===== src/design/oggpcs_pkg.sv =====
// ----------------------------------------------------------------------------
// Ogg page codec sniffer package
// Shared constants, signature tables and types for the sniffer modules.
// ----------------------------------------------------------------------------
package oggpcs_pkg;

  localparam int unsigned PosW      = 9;
  localparam int unsigned SegW      = 8;
  localparam int unsigned FmtW      = 3;
  localparam int unsigned SigCount  = 3;
  localparam int unsigned SigMaxLen = 8;

  localparam logic [PosW-1:0] HdrBytes = 9'd27;
  localparam logic [PosW-1:0] SegPos   = 9'd26;
  localparam logic [PosW-1:0] CapLen   = 9'd4;
  localparam logic [PosW-1:0] PosMax   = 9'd511;

  localparam logic [FmtW-1:0] FmtOggFlac   = 3'd3;
  localparam logic [FmtW-1:0] FmtOggVorbis = 3'd4;
  localparam logic [FmtW-1:0] FmtOggOpus   = 3'd5;

  // "OggS"
  localparam logic [7:0] CapPattern [4] = '{8'h4F, 8'h67, 8'h67, 8'h53};

  // 0x7F "FLAC", 0x01 "vorbis", "OpusHead"
  localparam logic [7:0] SigBytes [SigCount][SigMaxLen] = '{
    '{8'h7F, 8'h46, 8'h4C, 8'h41, 8'h43, 8'h00, 8'h00, 8'h00},
    '{8'h01, 8'h76, 8'h6F, 8'h72, 8'h62, 8'h69, 8'h73, 8'h00},
    '{8'h4F, 8'h70, 8'h75, 8'h73, 8'h48, 8'h65, 8'h61, 8'h64}
  };
  localparam logic [PosW-1:0] SigLen [SigCount] = '{9'd5, 9'd7, 9'd8};
  localparam logic [FmtW-1:0] SigFormat [SigCount] = '{FmtOggFlac, FmtOggVorbis, FmtOggOpus};

  typedef struct packed {
    logic       valid;
    logic [7:0] data_byte;
    logic       last_byte;
  } in_item_t;

endpackage


===== src/design/oggpcs_in_if.sv =====
// ----------------------------------------------------------------------------
// Ogg sniffer byte channel
// Valid/ready channel carrying one page byte and its last-byte flag.
// ----------------------------------------------------------------------------
interface oggpcs_in_if;
  logic       valid;
  logic       ready;
  logic [7:0] data_byte;
  logic       last_byte;

  modport source (output valid, output data_byte, output last_byte, input ready);
  modport sink (input valid, input data_byte, input last_byte, output ready);
endinterface


===== src/design/oggpcs_out_if.sv =====
// ----------------------------------------------------------------------------
// Ogg sniffer result channel
// Valid/ready channel carrying one detected stream format code.
// ----------------------------------------------------------------------------
interface oggpcs_out_if;
  logic       valid;
  logic       ready;
  logic [2:0] stream_format;

  modport source (output valid, output stream_format, input ready);
  modport sink (input valid, input stream_format, output ready);
endinterface


===== src/design/oggpcs_cfg_if.sv =====
// ----------------------------------------------------------------------------
// Ogg sniffer configuration channel
// Valid/ready write channel for the fallback format register.
// ----------------------------------------------------------------------------
interface oggpcs_cfg_if;
  logic       valid;
  logic       ready;
  logic [2:0] fallback_format;

  modport source (output valid, output fallback_format, input ready);
  modport sink (input valid, input fallback_format, output ready);
endinterface


===== src/design/ogg_page_codec_sniffer_top.sv =====
// ----------------------------------------------------------------------------
// Ogg page codec sniffer
// Identifies the codec of a buffered Ogg page from its header and body.
// ----------------------------------------------------------------------------
// Usage:
//   in_i   takes the page one byte per request; last_byte marks the final
//          byte of the buffer. One byte is accepted every cycle, except while a last byte is held (see Stall).
//   out_o  gives exactly one stream_format per page, after the last byte:
//          the matched codec (3 ogg flac, 4 ogg vorbis, 5 ogg opus) or the
//          fallback format when the page is short, lacks "OggS", has an
//          empty body or carries no known signature.
//   cfg_i  writes the fallback format; always ready, write it while idle.
// Result path: the last byte sits in the input register until the scan stage
//   takes it, and the edge that takes it loads the result register.
// Throughput: one byte per cycle while no last byte is held in the input register.
// Stall: while a result waits on out_o, non-final bytes of the next page
//   still flow; the next last byte holds in the input register until the
//   result is taken.
// Reset: clears the scan state and the fallback format to 0; the
//   scan state also clears by itself after every last byte.
// ----------------------------------------------------------------------------
module ogg_page_codec_sniffer_top (
  input  logic  clk_i,
  input  logic  rst_ni,
  oggpcs_in_if.sink    in_i,
  oggpcs_cfg_if.sink   cfg_i,
  oggpcs_out_if.source out_o
);
  import oggpcs_pkg::*;

  in_item_t        item;
  logic            advance;
  logic [FmtW-1:0] fallback_q;

  assign cfg_i.ready = 1'b1;

  always_ff @(posedge clk_i or negedge rst_ni) begin
    if (!rst_ni) begin
      fallback_q <= '0;
    end else if (cfg_i.valid) begin
      fallback_q <= cfg_i.fallback_format;
    end
  end

  oggpcs_in_reg u_in_reg (
    .clk_i       (clk_i),
    .rst_ni      (rst_ni),
    .valid_i     (in_i.valid),
    .data_byte_i (in_i.data_byte),
    .last_byte_i (in_i.last_byte),
    .advance_i   (advance),
    .ready_o     (in_i.ready),
    .item_o      (item)
  );

  oggpcs_scan u_scan (
    .clk_i           (clk_i),
    .rst_ni          (rst_ni),
    .item_i          (item),
    .fallback_i      (fallback_q),
    .out_ready_i     (out_o.ready),
    .advance_o       (advance),
    .out_valid_o     (out_o.valid),
    .stream_format_o (out_o.stream_format)
  );

`ifndef ASSERT_OFF
  // Input back-pressure only comes from a held last byte behind a full result.
  a_stall_cause: assert property (@(posedge clk_i) disable iff (!rst_ni)
    !in_i.ready |-> (item.valid && item.last_byte && out_o.valid && !out_o.ready))
    else $error("input stalled without a blocked result");

  // A new result only follows a last byte leaving the input register.
  a_result_source: assert property (@(posedge clk_i) disable iff (!rst_ni)
    $rose(out_o.valid) |-> $past(item.valid && item.last_byte && advance))
    else $error("result raised without a last byte");

  // A non-final byte never waits in the input register.
  a_mid_flow: assert property (@(posedge clk_i) disable iff (!rst_ni)
    (item.valid && !item.last_byte) |-> advance)
    else $error("non-final byte held in input register");
`endif
endmodule


===== src/design/oggpcs_in_reg.sv =====
// ----------------------------------------------------------------------------
// Ogg sniffer input register
// Captures one byte request and holds it until the scan stage takes it.
// ----------------------------------------------------------------------------
module oggpcs_in_reg (
  input  logic                clk_i,
  input  logic                rst_ni,
  input  logic                valid_i,
  input  logic [7:0]          data_byte_i,
  input  logic                last_byte_i,
  input  logic                advance_i,
  output logic                ready_o,
  output oggpcs_pkg::in_item_t item_o
);
  import oggpcs_pkg::*;

  in_item_t item_q, item_d;

  assign ready_o = !item_q.valid || advance_i;

  always_comb begin
    item_d = item_q;
    if (ready_o) begin
      item_d.valid     = valid_i;
      item_d.data_byte = data_byte_i;
      item_d.last_byte = last_byte_i;
    end
  end

  always_ff @(posedge clk_i or negedge rst_ni) begin
    if (!rst_ni) begin
      item_q <= '0;
    end else begin
      item_q <= item_d;
    end
  end

  assign item_o = item_q;
endmodule


===== src/design/oggpcs_scan.sv =====
// ----------------------------------------------------------------------------
// Ogg sniffer scan stage
// Tracks page position, capture pattern, segment count and signature
// matches; registers the format verdict on the last byte.
// ----------------------------------------------------------------------------
module oggpcs_scan (
  input  logic                clk_i,
  input  logic                rst_ni,
  input  oggpcs_pkg::in_item_t item_i,
  input  logic [2:0]          fallback_i,
  input  logic                out_ready_i,
  output logic                advance_o,
  output logic                out_valid_o,
  output logic [2:0]          stream_format_o
);
  import oggpcs_pkg::*;

  logic [PosW-1:0]     pos_q, pos_d;
  logic                cap_q, cap_d;
  logic [SegW-1:0]     seg_q, seg_d;
  logic [SigCount-1:0] alive_q, alive_d;
  logic                out_valid_q;
  logic [FmtW-1:0]     fmt_q, fmt_d;

  logic [PosW:0]       body_start;
  logic [PosW:0]       off_wide;
  logic [PosW-1:0]     off;
  logic                in_body;
  logic                found;

  // A last byte waits while the result register is still full.
  assign advance_o = item_i.valid &&
                     (!item_i.last_byte || !out_valid_q || out_ready_i);

  assign body_start = {1'b0, HdrBytes} + {{(PosW+1-SegW){1'b0}}, seg_q};
  assign in_body    = {1'b0, pos_q} >= body_start;
  assign off_wide   = {1'b0, pos_q} - body_start;
  assign off        = off_wide[PosW-1:0];

  always_comb begin
    cap_d   = cap_q;
    seg_d   = seg_q;
    alive_d = alive_q;
    if (pos_q < CapLen) begin
      if (item_i.data_byte != CapPattern[pos_q[1:0]]) begin
        cap_d = 1'b0;
      end
    end else if (pos_q == SegPos) begin
      seg_d = item_i.data_byte;
    end else if (in_body) begin
      for (int i = 0; i < SigCount; i++) begin
        if (off < SigLen[i] && item_i.data_byte != SigBytes[i][off[2:0]]) begin
          alive_d[i] = 1'b0;
        end
      end
    end
  end

  // Pick the first signature that survived over its whole length.
  always_comb begin
    fmt_d = fallback_i;
    found = 1'b0;
    if (in_body && cap_q) begin
      for (int i = 0; i < SigCount; i++) begin
        if (!found && alive_d[i] && off >= SigLen[i] - 9'd1) begin
          fmt_d = SigFormat[i];
          found = 1'b1;
        end
      end
    end
  end

  always_ff @(posedge clk_i or negedge rst_ni) begin
    if (!rst_ni) begin
      pos_q       <= '0;
      cap_q       <= 1'b1;
      seg_q       <= '0;
      alive_q     <= '1;
      out_valid_q <= 1'b0;
    end else begin
      if (advance_o) begin
        if (item_i.last_byte) begin
          pos_q   <= '0;
          cap_q   <= 1'b1;
          seg_q   <= '0;
          alive_q <= '1;
        end else begin
          if (pos_q != PosMax) begin
            pos_q <= pos_q + 9'd1;
          end
          cap_q   <= cap_d;
          seg_q   <= seg_d;
          alive_q <= alive_d;
        end
      end
      if (advance_o && item_i.last_byte) begin
        out_valid_q <= 1'b1;
      end else if (out_ready_i) begin
        out_valid_q <= 1'b0;
      end
    end
  end

  always_ff @(posedge clk_i) begin
    if (advance_o && item_i.last_byte) begin
      fmt_q <= fmt_d;
    end
  end

  assign out_valid_o     = out_valid_q;
  assign stream_format_o = fmt_q;
endmodule

===== src/flat_wrapper.sv =====
// flat-port wrapper written by rule: the top's interface ports become plain ports
module ogg_page_codec_sniffer_top_flat import oggpcs_pkg::*;
  (clk_i, rst_ni, in_i_valid, in_i_data_byte, in_i_last_byte, in_i_ready, cfg_i_valid, cfg_i_fallback_format, cfg_i_ready, out_o_valid, out_o_stream_format, out_o_ready);
  oggpcs_in_if in_i_i ();
  oggpcs_cfg_if cfg_i_i ();
  oggpcs_out_if out_o_i ();
  input  logic clk_i;
  input  logic rst_ni;
  input wire logic [$bits(in_i_i.valid)-1:0] in_i_valid;
  input wire logic [$bits(in_i_i.data_byte)-1:0] in_i_data_byte;
  input wire logic [$bits(in_i_i.last_byte)-1:0] in_i_last_byte;
  output wire logic [$bits(in_i_i.ready)-1:0] in_i_ready;
  input wire logic [$bits(cfg_i_i.valid)-1:0] cfg_i_valid;
  input wire logic [$bits(cfg_i_i.fallback_format)-1:0] cfg_i_fallback_format;
  output wire logic [$bits(cfg_i_i.ready)-1:0] cfg_i_ready;
  output wire logic [$bits(out_o_i.valid)-1:0] out_o_valid;
  output wire logic [$bits(out_o_i.stream_format)-1:0] out_o_stream_format;
  input wire logic [$bits(out_o_i.ready)-1:0] out_o_ready;
  assign in_i_i.valid = in_i_valid;
  assign in_i_i.data_byte = in_i_data_byte;
  assign in_i_i.last_byte = in_i_last_byte;
  assign in_i_ready = in_i_i.ready;
  assign cfg_i_i.valid = cfg_i_valid;
  assign cfg_i_i.fallback_format = cfg_i_fallback_format;
  assign cfg_i_ready = cfg_i_i.ready;
  assign out_o_valid = out_o_i.valid;
  assign out_o_stream_format = out_o_i.stream_format;
  assign out_o_i.ready = out_o_ready;
  ogg_page_codec_sniffer_top u_core (.clk_i(clk_i), .rst_ni(rst_ni), .in_i(in_i_i), .cfg_i(cfg_i_i), .out_o(out_o_i));
endmodule

===== config.mk =====
export PLATFORM = sky130hd
export DESIGN_NAME = ogg_page_codec_sniffer_top_flat
export DESIGN_NICKNAME = d
export VERILOG_FILES = /design/src/design/oggpcs_pkg.sv /design/src/design/oggpcs_in_if.sv /design/src/design/oggpcs_out_if.sv /design/src/design/oggpcs_cfg_if.sv /design/src/design/ogg_page_codec_sniffer_top.sv /design/src/design/oggpcs_in_reg.sv /design/src/design/oggpcs_scan.sv /design/src/flat_wrapper.sv
export SDC_FILE = /design/constraint.sdc
export NUM_CORES = 1
export LEC_CHECK = 0
export BUFFER_PORTS_ARGS = -buffer_cell sky130_fd_sc_hd__buf_2
export CAP_MARGIN = 20
export CELL_PAD_IN_SITES_DETAIL_PLACEMENT = 1
export CELL_PAD_IN_SITES_GLOBAL_PLACEMENT = 2
export CORE_MARGIN = 8
export CORE_UTILIZATION = 38
export CTS_CLUSTER_SIZE = 12
export DETAILED_ROUTE_END_ITERATION = 8
export HOLD_SLACK_MARGIN = 0.02
export PLACE_DENSITY_LB_ADDON = 0.1
export REMOVE_ABC_BUFFERS = 1
export SYNTH_ARGS = -nofsm -noshare
export SYNTH_HDL_FRONTEND = slang
export SYNTH_SLANG_ARGS = --single-unit

===== constraint.sdc =====
create_clock -name clk_i -period 3.7 [get_ports clk_i]
set_input_delay 0.555 -clock clk_i [delete_from_list [all_inputs] [get_ports clk_i]]
set_output_delay 0.555 -clock clk_i [all_outputs]
set_load 0.02 [all_outputs]

After elaboration in Yosys (flattened, before gate mapping)
Memory sizes are Yosys's and may differ from the RTL's. Cells that the tools add are included.

Bits of input ports: 17. Memories: 3. Bits in latches: 0. Register bits after elaboration: 38. Bits in read-only memories: 192. Output and inout port bits: 6. Word-level logic and storage cells: 96. Bits in writable memories: 0.

$lt $le $gt $ge: 10. Reductions and logical operators: 27. $mul: 0. Shift operators: 0. Multiplexer cells: 34. Eq/ne operators: 7. Bitwise gates (word level): 2. $add $sub $neg: 3. Divide/modulo/power cells: 0.

Memories: (no name shown) (depth 8, width 8, read ports 1, clocked after memory_dff 0, wr ports 0, RTL line oggpcs_scan.sv:52) `if (off < SigLen[i] && item_i.data_byte != SigBytes[i][off[2:0]]) begin`; (no name shown) (depth 8, width 8, read ports 1, clocked after memory_dff 0, wr ports 0, RTL line oggpcs_scan.sv:52); (no name shown) (depth 8, width 8, read ports 1, clocked after memory_dff 0, wr ports 0, RTL line oggpcs_scan.sv:52).

Operator list (number): 2-to-1 mux 8 bit (11); inequality test 8 bit (4); >= comparator 9 x 3 -> 1 bit, second input constant (3); < comparator 9 x 3 -> 1 bit, second input constant (3); 2-to-1 mux 3 bit (8); 2-to-1 mux 9 bit (2); binary-select mux 8 bit (select 2 bit) (1); 2-to-1 mux 1 bit (12); logical AND 1 bit (11); nonzero test 2 bit (5); adder 5 x 8 -> 9 bit, first input constant (1); adder 9 x 1 -> 9 bit, second input constant (1); equality test 9 x 5 -> 1 bit, second input constant (1); >= comparator 9 bit (1); < comparator 9 x 4 -> 1 bit, second input constant (1); inequality test 9 bit, second input constant (1); subtractor 9 bit (1); AND reduction 3 bit (2); logical NOT 1 bit (5); >= comparator 4 bit, second input constant (1); inverter 3 -> 4 bit (1); >= comparator 3 bit, second input constant (1); logical OR 1 bit (3); inverter 2 -> 3 bit (1); other kinds (2) (2).

Logic depth before layout (Yosys ltp)
Gate-level depths: netlist of run 1.

Word-level depth: 25. Depth in mapped cells: 16. Depth with buffers taken out: 15.

Cells and area by module
Synthesis of run 1 repeated with hierarchy kept, for this count alone.

Cells, all modules: 332. Area, all modules: 3010.4 µm².

Modules (own cells, without submodules): oggpcs_scan (area an instance 2477.4 µm², cells each 302, seq. area each 645.6 µm², instances 1); oggpcs_in_reg (area an instance 412.9 µm², cells each 22, seq. area each 250.2 µm², instances 1); ogg_page_codec_sniffer_top (area an instance 120.1 µm², cells each 8, seq. area each 75.1 µm², instances 1).

Worst setup path before layout of run 1
No wires, ideal clock.

Path type: reg2reg. From: register u_core.u_scan.seg_q[0]. To: register u_core.u_scan.fmt_q[2], in the netlist u_core.u_scan.stream_format_o[2], data pin. Arrival: 2.930 ns. Path slack: 0.516 ns. Cell stages (with the launch flop): 14. Clock period less this slack: 3.184 ns. Path buffers: 0. Data required time: 3.446 ns. Cells stage by stage: dfrtp_1 inv_1 ha_1 inv_1 a21oi_1 xnor2_1 ha_1 a21oi_2 nand2_1 or4_4 a2111oi_4 nand3_1 o22a_1 o21a_1.

Word-level cells in the longest chain between the ends: 25. Elaborated cells on any way between the ends: 47. Those cells by class: add/sub (2); order compare (7); eq/ne (3); mux (20); bitwise (1); reduce/logical (11); memory (3).

RTL lines: start, declared (RTL line oggpcs_scan.sv:20) `logic [SegW-1:0] seg_q, seg_d;`; start signal, assigned (RTL line oggpcs_scan.sv:92) `seg_q <= seg_d;`; adder 5 x 8 -> 9 bit (*) (RTL line oggpcs_scan.sv:35) `assign body_start = {1'b0, HdrBytes} + {{(PosW+1-SegW){1'b0}}, seg_q};`; subtractor 9 bit (RTL line oggpcs_scan.sv:37) `assign off_wide = {1'b0, pos_q} - body_start;`; inverter 3 -> 4 bit (not written as such) (RTL line oggpcs_scan.sv:52); memory read (8 x 8 bit); 2-to-1 mux 8 bit (not written as such) (2 in series) (RTL line oggpcs_scan.sv:52); inequality test 8 bit (RTL line oggpcs_scan.sv:52); logical AND 1 bit (RTL line oggpcs_scan.sv:52); 2-to-1 mux 1 bit (RTL line oggpcs_scan.sv:52); [... 7 more ...]; logical AND 1 bit (2 in series) (RTL line oggpcs_scan.sv:65) `if (!found && alive_d[i] && off >= SigLen[i] - 9'd1) begin`; 2-to-1 mux 1 bit (RTL line oggpcs_scan.sv:65); 2-to-1 mux 1 bit (RTL line oggpcs_scan.sv:63) `if (in_body && cap_q) begin`; logical NOT 1 bit (RTL line oggpcs_scan.sv:65); logical AND 1 bit (2 in series) (RTL line oggpcs_scan.sv:65); 2-to-1 mux 3 bit (RTL line oggpcs_scan.sv:65); 2-to-1 mux 3 bit (*) (RTL line oggpcs_scan.sv:63); named net u_core.u_scan.fmt_d[2] (RTL line oggpcs_scan.sv:23) `logic [FmtW-1:0] fmt_q, fmt_d;`; end signal, assigned (RTL line oggpcs_scan.sv:106) `fmt_q <= fmt_d;`; end, declared (RTL line oggpcs_scan.sv:23).

The timed path passes the listed nets; every way through them passes the cells marked *. The select of a mux whose other input is x is not followed. A chain may end at the register's enable or synchronous reset.

Worst setup path in the final report of run 1
Ends and elaborated chain as after synthesis.

==> impl_metrics.tcl, run 1 <==
set metrics [dict create \
    status "complete, no violations" \
    diodes 0 \
    cts.htree.levels 2 \
    synthArstFlopShare_pct 92.1 \
    path_cells "buf_4 -> o21ai_0 -> nand2_1 -> nand3_1 -> xor2_1 -> ha_1 -> nand2b_1 -> a21oi_1 -> or4_4 -> a2111oi_4 -> buf_4 -> a31oi_2 -> o22a_1 -> o21a_1" \
    insertion_delay_ns 0.30 \
    synth-xor-area-share_pct 5.67 \
    fp-row-count 32 \
    cp-end-kind "flop" \
    initial_utilization_pct 38.6 \
    setup_violations 0 \
    hp-class "primary input to async pin" \
    syn_area_sq_mm 0.00293 \
    slowest_stage "or4_4" \
    hold_viol_final 0 \
    finalMaxSlewViolations 0 \
    critPathLaunchType "flop" \
    finalClockSkew_ns 0.00643 \
    syn_area_per_cell_sq_um 8.83 \
    grt_pass1_wl_mm 14.3 \
    place_congestion 0.815 \
    ys.flop_type "dfrtp_1" \
    critPathKind "flop to flop" \
    r2r_slack_ns 0.08 \
    grt_start_max_net_pins 36 \
    slew-limit-headroom_pct 41.6 \
    layout_commonest_cell "dfrtp_1" \
    avgRoutedWirePerCell_um 18.3 \
    via_per_inst 5.68 \
    cts_tree "done" \
    synth_cells 332 \
    grt_use_total_pct 16.0 \
    synth_top_family_by_area "compound AO/OA/AOI/OAI gates" \
    cp_slowest_stage_delay_ns 0.44 \
    drt_iter0_drc 112 \
    cp_common_cell "buf_4" \
    final_cells 458 \
    yosys.area_share.simple_pct 20.0 \
    synth_fa_ha_area_share_pct 7.08 \
    p_leak_nw 1.46 \
    route.antenna.remaining_nets 0 \
    fp.dieH_um 104 \
    vias 2603 \
    r2r-start "u_core.u_scan.seg_q[0]" \
    grt_overflow_total 0 \
    crit_arrival_ns 3.69 \
    total_power_mw 1.24 \
    antenna_found_initial 0 \
    nets 388 \
    hold_buffers 0 \
    synth_edf_count 3 \
    timing.fmax_ghz 0.276 \
    cts_max_path_buffers 2 \
    clock_sinks 38 \
    period_needed_ns 3.62 \
    postRouteWirelength_mm 8.36 \
    layout-drive-gt1-share_pct 19.4 \
    cp-startpoint "u_core.u_scan.seg_q[0]" \
    endpoint "u_core.u_scan.stream_format_o[2]" \
    vdd_drop_max_mv 0.161 \
    r2r_end "u_core.u_scan.stream_format_o[2]" \
    worst_r2r_path_depth 14 \
    cts_root_buffer "clkbuf_8" \
    final_core_util_pct 44.1 \
    io_pins 23 \
    dp_hpwl_mm 6.35 \
    path_clk_slew_ns 0.09 \
    period_share_pct 97.9 \
    cts_inserted_buffers 5 \
    final_cell_mix "dfrtp_1 (31), o21ai_0 (26), inv_1 (21), buf_2 (21), nand2_1 (20)" \
    port_buffers 21 \
    first_pass_iters 4 \
    final_cell_area_sq_mm 0.00335 \
    ys_ff_latch 38 \
    die_w_um 104 \
    drc_errors 0 \
    power_density_mw_per_mm2 371 \
    muxShareOfSynthArea_pct 3.84 \
    area_growth_pct 14.3 \
    ys_types 63 \
    ys_seq_area_share_pct 33.1 \
    die_area_sq_mm 0.0108 \
    cap_violations 0 \
    coreArea_sq_mm 0.00761 \
    dp.cells 447 \
    worst_slew_pin_slew_ns 0.870 \
    critical_path.max_fanout 6 \
    placed_cell_area_sq_mm 0.00315 \
    hold_ws_ns 0.337 \
    required_ns 3.77 \
    ys_warn_count 0 \
    synth_compound_area_share_pct 24.7 \
    grt_pass1_vias 2698 \
]
==> routing by layer <==
layer / GRT usage [%] / wire length [um] / share of wire [%] / up-vias
met5: 0 / 0 / 0 / -
met4: 4.34 / 106 / 1.3 / 0
met3: 2.73 / 206 / 2.5 / 10
met2: 25.8 / 3910 / 47 / 33
met1: 21.4 / 4130 / 49 / 1288
li1: - / - / - / 1272
==> per-stage QoR <==
stage | setup WS, ns | TNS [ns]
after floorplan | 0.214 | 0
after global placement | 0.237 | 0
after detailed placement | 0.126 | 0
after CTS | 0.121 | 0
after global routing | -0.0252 | -0.0392
final | 0.0783 | 0
==> flip-flops by register name, summed over array words and instances (netlist names) <==
register                       flops
u_core.u_in_reg.item_o            10
u_core.u_scan.pos_q                9
u_core.u_scan.seg_q                8
u_core.fallback_q                  3
u_core.u_scan.alive_q              3
u_core.u_scan.stream_format_o      3
u_core.u_scan.cap_q                1
u_core.u_scan.out_valid_o          1
==> worst max-delay path: cells and delay by family, from the launching register on <==
| kind | cells | cell delay [ns] |
|---|---|---|
| AOI/OAI and AO/OA | 6 | 1.30 |
| xor gates and xnor gates | 1 | 0.17 |
| adders and majority gates | 1 | 0.32 |
| buffers and inverters | 2 | 0.34 |
| DFF | 1 | 0.39 |
| and+or+nand+nor | 4 | 0.87 |
==> cells by family (layout without fill, tap and decap cells) <==
logic type,count (synthesis),in the layout
muxes,10,10
buffers and inverters,38,62
xor gates and xnor gates,19,19
DFF,38,38
and+or+nand+nor,107,107
adders and majority gates,16,16
other,1,1
AOI/OAI and AO/OA,103,103
==> final cells by class <==
class / instances / area [sq um]
Tap cell: 102 / 128
Fill cell: 906 / 4250
Multi-Input combinational cell: 256 / 1850
Sequential cell: 38 / 971
Clock buffer: 6 / 93.8
Clock inverter: 2 / 38.8
Inverter: 22 / 82.6
Timing Repair Buffer: 32 / 188
==> cells in the mapped netlist, types with 2 or more instances <==
cell,n,area share [%]
o21ai_1,4,0.68
o41ai_1,2,0.60
buf_2,3,0.51
ha_1,15,6.4
o221ai_1,2,0.60
nor3_1,8,1.4
nand2b_1,10,2.1
o21bai_1,2,0.51
o21a_1,2,0.51
a2111oi_0,2,0.60
or2_2,2,0.43
nand4b_1,6,1.8
dfstp_2,4,3.6
nor3b_1,2,0.51
a21o_1,3,0.77
mux2_2,9,3.5
xnor2_1,8,2.4
and2_1,3,0.64
and3_1,7,1.5
nand3_1,11,1.9
nand4_1,3,0.64
a311oi_1,2,0.60
o31ai_1,6,1.5
inv_1,21,2.7
a211oi_1,5,1.3
nor2b_1,6,1.3
o22a_1,2,0.60
or3_1,6,1.3
nand3b_1,2,0.51
buf_4,2,0.51
nor4_1,2,0.43
a21oi_1,15,2.6
nand2_1,20,2.6
o21ai_0,26,4.4
clkbuf_1,10,1.3
a31oi_1,3,0.64
edfxtp_1,3,3.1
o2111ai_1,3,0.90
a22o_1,11,3.3
xor2_1,11,3.3
o211ai_1,2,0.51
nor2_1,15,1.9
dfrtp_1,31,26
==> report_power, final <==
group	switching, mW	internal (mW)
clock network	0.172	0.243
registers	0.0341	0.445
logic	0.209	0.140
==> worst min path at each step <==
| stage | from | to | cells after the start |
|---|---|---|---|
| floorplan | rst_ni | u_core.fallback_q[0] | 0 |
| global placement | u_core.u_scan.alive_q[0] | u_core.u_scan.alive_q[0] | 2 |
| detailed placement | u_core.u_scan.alive_q[0] | u_core.u_scan.alive_q[0] | 2 |
| CTS | rst_ni | u_core.fallback_q[2] | 1 |
| global route | rst_ni | u_core.u_scan.pos_q[3] | 1 |
| finish | rst_ni | u_core.u_scan.pos_q[7] | 1 |
==> repair_timing <==
item,CTS,global route
gates resized for setup,0,10
setup endpoints to repair,0,3
setup buffers,0,3
Note: power is estimated with default switching activity, not from simulation.
==> run 2, diff against run 1 <==
PLACE_DENSITY = 0.8   (was default)
PLACE_DENSITY_LB_ADDON = default   (was 0.1)
==> run 2 against run 1 <==
- maximum frequency rose by 4.6%
- sequential cell count unchanged
- cell count fell by 1.1%
- register-to-register slack better by 0.16 ns
- hold slack better by 0.0094 ns
- sequential power is essentially flat
- routed wire length grew 0.23%
- design area decreased by 1.5%
- setup slack improved by 0.16 ns
- critical path type unchanged
- first-iteration DRC count down 11%
- critical path depth grew 1
- total power is essentially flat
==> impl_metrics.tcl, run 2 (synthesis results as in run 1) <==
set metrics [dict create \
    status "complete, no violations" \
    port_buffers 21 \
    vdd_drop_max_mv 0.164 \
    diodes 0 \
    fin_ws_ns 0.237 \
    insertion_delay_ns 0.29 \
    critPathLaunchType "flop" \
    rsz0062_at_grt "false" \
    area_growth_pct 12.6 \
    die_w_um 104 \
    setup_violations 0 \
    critPathKind "flop to flop" \
    timing.fmax_ghz 0.289 \
    required_ns 3.76 \
    fp.dieH_um 104 \
    critical_path.max_fanout 5 \
    setup_tns_ns 0 \
    cts.htree.levels 2 \
    first_pass_iters 4 \
    p_leak_nw 1.44 \
    drc_errors 0 \
    fp-row-count 32 \
    finalMaxSlewViolations 0 \
    hp-class "primary input to async pin" \
    period_needed_ns 3.46 \
    via_per_inst 5.71 \
    cts_max_path_buffers 2 \
    antenna_found_initial 0 \
    io_pins 23 \
    layout-drive-gt1-share_pct 17.1 \
    pre_cts_slack_ns 0.237 \
    drt_iter0_drc 100 \
    cts_root_buffer "clkbuf_8" \
    die_area_sq_mm 0.0108 \
    clock_sinks 38 \
    dp.cells 445 \
    final_cell_mix "dfrtp_1 (31), o21ai_0 (26), inv_1 (21), buf_2 (21), nand2_1 (20)" \
    avgRoutedWirePerCell_um 18.5 \
    grt_pass1_wl_mm 14.2 \
    hold_viol_final 0 \
    nets 383 \
    worst_slew_pin_slew_ns 0.939 \
    grt_use_total_pct 15.9 \
    grt_start_max_net_pins 36 \
    place_congestion 0.779 \
    coreArea_sq_mm 0.00761 \
    grt_overflow_total 0 \
    final_cells 453 \
    slew-limit-headroom_pct 36.9 \
    largest_reg_flops 10 \
    final_core_util_pct 43.4 \
    hold_buffers 0 \
    cap_violations 0 \
    path_clk_slew_ns 0.09 \
    finalClockSkew_ns 0.00364 \
    period_share_pct 93.6 \
    initial_utilization_pct 38.6 \
    vias 2585 \
    cts_inserted_buffers 5 \
    layout_commonest_cell "dfrtp_1" \
    postRouteWirelength_mm 8.38 \
    dp_hpwl_mm 6.34 \
    crit_arrival_ns 3.52 \
    cts_tree "done" \
    grt_pass1_vias 2715 \
    power_density_mw_per_mm2 376 \
    route.antenna.remaining_nets 0 \
    cp-end-kind "flop" \
]
[run 2: worst max-delay path, stage by stage, from the launching register on]
cell and delay (ns):
dfrtp_1 0.40, inv_1 0.08, ha_1 0.19, inv_1 0.06, a21oi_2 0.16, nand2b_1 0.10, nand2_1 0.10, xor2_1 0.16
ha_1 0.24, nand2b_1 0.15, a21oi_1 0.06, or4_4 0.44, a2111oi_4 0.47, a31oi_1 0.17, o22a_1 0.24, o21a_1 0.18
[run 2: worst paths after layout]
kind | start | end | slack [ns] | cells after the start
worst max register to register | u_core.u_scan.seg_q[0] | u_core.u_scan.stream_format_o[2] | 0.24 | 15
worst min-delay path | rst_ni | u_core.u_in_reg.item_o[5] | 0.35 | 1
max in group asynchronous | rst_ni | u_core.fallback_q[0] | 2.84 | 1
worst min register to register | u_core.u_scan.cap_q | u_core.u_scan.cap_q | 0.50 | 2
worst max-delay path | u_core.u_scan.seg_q[0] | u_core.u_scan.stream_format_o[2] | 0.24 | 15
min in group clk_i | in_i_valid | u_core.u_in_reg.item_o[9] | 0.44 | 2
[run 2: what timing repair did]
action                                  in CTS  in global routing
endpoints found under the setup margin       0                  4
buffers inserted                             0                  0
resized for setup                            0                  7
hold endpoints to repair                     0                  0
[run 2: routing by layer]
layer	part of all wire [%]	vias to the layer above	global-route usage [%]
met2	47	41	26.4
met3	2.1	7	2.42
met1	49	1280	21.1
li1	-	1257	-
met5	0	-	0
met4	1.3	0	3.93
[run 2: area by class of cell]
cell class / instances / area, sq um
fill: 918 / 4300
multi-input combinational: 256 / 1840
sequential: 38 / 971
timing repair buffer: 27 / 150
tap: 102 / 128
clock buffer: 6 / 93.8
inverter: 22 / 82.6
clock inverter: 2 / 38.8
[run 2: power breakdown]
part / switching, mW / total (mW) / leakage [nW] / internal (mW)
sequential: 0.0353 / 0.480 / 0.469 / 0.445
clock: 0.172 / 0.415 / 0.0665 / 0.243
combinational: 0.209 / 0.348 / 0.900 / 0.139
total: 0.416 / 1.24 / 1.44 / 0.827
[run 2: metrics by stage]
step / area, sq um / total power, mW / hold WS (ns)
2_1_floorplan: 2850 / 0.709 / 0.259
3_3_place_gp: 3130 / 0.828 / 0.481
3_5_place_dp: 3130 / 0.836 / 0.485
4_1_cts: 3260 / 1.25 / 0.369
5_1_grt: 3300 / 1.31 / 0.395
6_report: 3300 / 1.24 / 0.346
==> run 3, diff against run 2 <==
BUFFER_PORTS_ARGS = -buffer_cell sky130_fd_sc_hd__buf_4   (was -buffer_cell sky130_fd_sc_hd__buf_2)
==> run 3 against run 2 <==
- hold slack got worse by 0.15 ns
- total power rose by 0.37%
- first-iteration DRC count fell by 51%
- clock skew fell by 0.00086 ns
- core utilization rose by 0.64 points
- non-clock buffer count did not move
- routed wire length fell by 3.3%
==> impl_metrics.tcl, run 3 (synthesis results as in run 1) <==
set metrics [dict create \
    crit_family "compound AO/OA/AOI/OAI gates" \
    first_pass_iters 4 \
    seqCellArea_sq_um 971 \
    cap_violations 0 \
    grt_pass1_wl_mm 13.9 \
    path_cells "inv_1 -> ha_1 -> inv_1 -> a21oi_2 -> xnor2_1 -> ha_4 -> a21oi_4 -> nand2_1 -> or4_4 -> a2111oi_4 -> nand3_2 -> o22a_1 -> o21a_1" \
    grt_use_total_pct 15.4 \
    setup_tns_ns 0 \
    largest_reg_flops 10 \
    layout_commonest_cell "dfrtp_1" \
    multi_input_area_sq_mm 0.00184 \
    placed_cell_area_sq_mm 0.00318 \
    cp_slowest_stage_delay_ns 0.53 \
    critPathKind "flop to flop" \
    fill_cells 907 \
    cts_inserted_buffers 5 \
    final_cell_area_sq_mm 0.00335 \
    worst_r2r_path_depth 13 \
    required_ns 3.76 \
    vdd_drop_max_mv 0.163 \
    hp-class "primary input to async pin" \
    initial_utilization_pct 38.6 \
    seqPwrFrac_pct 38.5 \
    crit_arrival_ns 3.52 \
    hold_viol_final 0 \
    port_buffers 21 \
    power_density_mw_per_mm2 372 \
    final_core_util_pct 44.1 \
    pwr-share-comb_pct 28.2 \
    path_buf_inv 2 \
    finalMaxSlewViolations 0 \
    insertion_delay_ns 0.30 \
    clock_sinks 38 \
    place_congestion 0.807 \
    p_leak_nw 1.45 \
    dp_hpwl_mm 6.22 \
    drc_errors 0 \
    io_pins 23 \
    cts_max_path_buffers 2 \
    cts.htree.levels 2 \
    avgRoutedWirePerCell_um 17.9 \
    grt_pass1_vias 2661 \
    drt_iter0_drc 49 \
    postCtsSetupRepairBufs 0 \
    slowest_stage "or4_4" \
    power_switching_share_pct 33.3 \
    diodes 0 \
    path_clk_slew_ns 0.09 \
    timing.fmax_ghz 0.289 \
    worst_slew_pin_slew_ns 0.901 \
    r2r_slack_ns 0.24 \
    r2r-start "u_core.u_scan.seg_q[0]" \
    area_growth_pct 14.3 \
    critPathLaunchType "flop" \
    r2r_end "u_core.u_scan.stream_format_o[2]" \
    finalClockSkew_ns 0.00279 \
    antenna_found_initial 0 \
    power.internal_uw 833 \
    final_cell_mix "dfrtp_1 (31), buf_4 (27), o21ai_0 (26)" \
    switchingPower_uw 415 \
    via_per_inst 5.68 \
    hold_buffers 0 \
    grt_use_met3_pct 2.42 \
    grt_overflow_total 0 \
    slew-limit-headroom_pct 39.5 \
    cts_tree "done" \
    layout-drive-gt1-share_pct 16.8 \
    route.antenna.remaining_nets 0 \
    cp-end-kind "flop" \
    fp.dieH_um 104 \
    die_w_um 104 \
    coreArea_sq_mm 0.00761 \
    postRouteWirelength_mm 8.10 \
    die_area_sq_mm 0.0108 \
    use_met1_pct 20.3 \
    setup_violations 0 \
    p_clk_share_pct 33.3 \
    grt_start_max_net_pins 36 \
    rsz0062_at_grt "false" \
    critical_path.max_fanout 7 \
    period_needed_ns 3.46 \
    status "complete, no violations" \
    fp-row-count 32 \
    top_usage_layer "met2" \
    vias 2575 \
    use_met2_pct 25.8 \
    cts_root_buffer "clkbuf_8" \
    period_share_pct 93.5 \
    cp_common_cell "inv_1" \
    nets 383 \
]
run 3: cell counts in the layout (fill, tap and decap cells not counted):
No cell type changed its count.
run 3: cell type report:
cell class	instances	share of cell area, %
Multi-Input combinational cell	256	54.8
Sequential cell	38	29.0
Timing Repair Buffer	27	6.05
Tap cell	102	3.81
Clock buffer	6	2.80
Inverter	22	2.46
Clock inverter	2	1.16
run 3: how the worst max path moves through the flow:
stage | to | depth (start not counted) | startpoint
after floorplan | u_core.u_scan.stream_format_o[0] | 12 | u_core.u_scan.seg_q[0]
after global placement | u_core.u_scan.stream_format_o[2] | 13 | u_core.u_scan.seg_q[0]
final | u_core.u_scan.stream_format_o[2] | 13 | u_core.u_scan.seg_q[0]
after detailed placement | u_core.u_scan.stream_format_o[2] | 13 | u_core.u_scan.seg_q[0]
after global routing | u_core.u_scan.stream_format_o[0] | 14 | u_core.u_scan.seg_q[0]
after CTS | u_core.u_scan.stream_format_o[2] | 13 | u_core.u_scan.seg_q[0]
run 3: through the flow:
| step | setup WS [ns] | power, mW | hold WS, ns | std cells |
|---|---|---|---|---|
| 2_1_floorplan | 0.214 | 0.709 | 0.259 | 316 |
| 3_3_place_gp | 0.331 | 0.834 | 0.479 | 445 |
| 3_5_place_dp | 0.184 | 0.838 | 0.481 | 445 |
| 4_1_cts | 0.175 | 1.26 | 0.218 | 453 |
| 5_1_grt | 0.0156 | 1.33 | 0.213 | 453 |
| 6_report | 0.242 | 1.25 | 0.198 | 453 |
run 3: metal layers:
layer  share of wire, %  vias to the layer above  wire length, um
met4               0.86                        0               70
met1                 49                     1284             3950
met2                 49                       20             3940
li1                   -                     1266                -
met5                  0                        -                0
met3                1.7                        5              139
run 3: power by group through the flow:
stage,combinational (mW),clock [mW],sequential (mW)
3_3_place_gp,0.347,0,0.487
3_5_place_dp,0.350,0,0.489
5_1_grt,0.395,0.446,0.485
2_1_floorplan,0.228,0,0.482
6_report,0.352,0.416,0.480
4_1_cts,0.354,0.429,0.480
run 3: timing repair:
item | in CTS | in global routing
hold endpoints to repair | 0 | 0
gates resized for setup | 0 | 6
endpoints found under the setup margin | 0 | 4
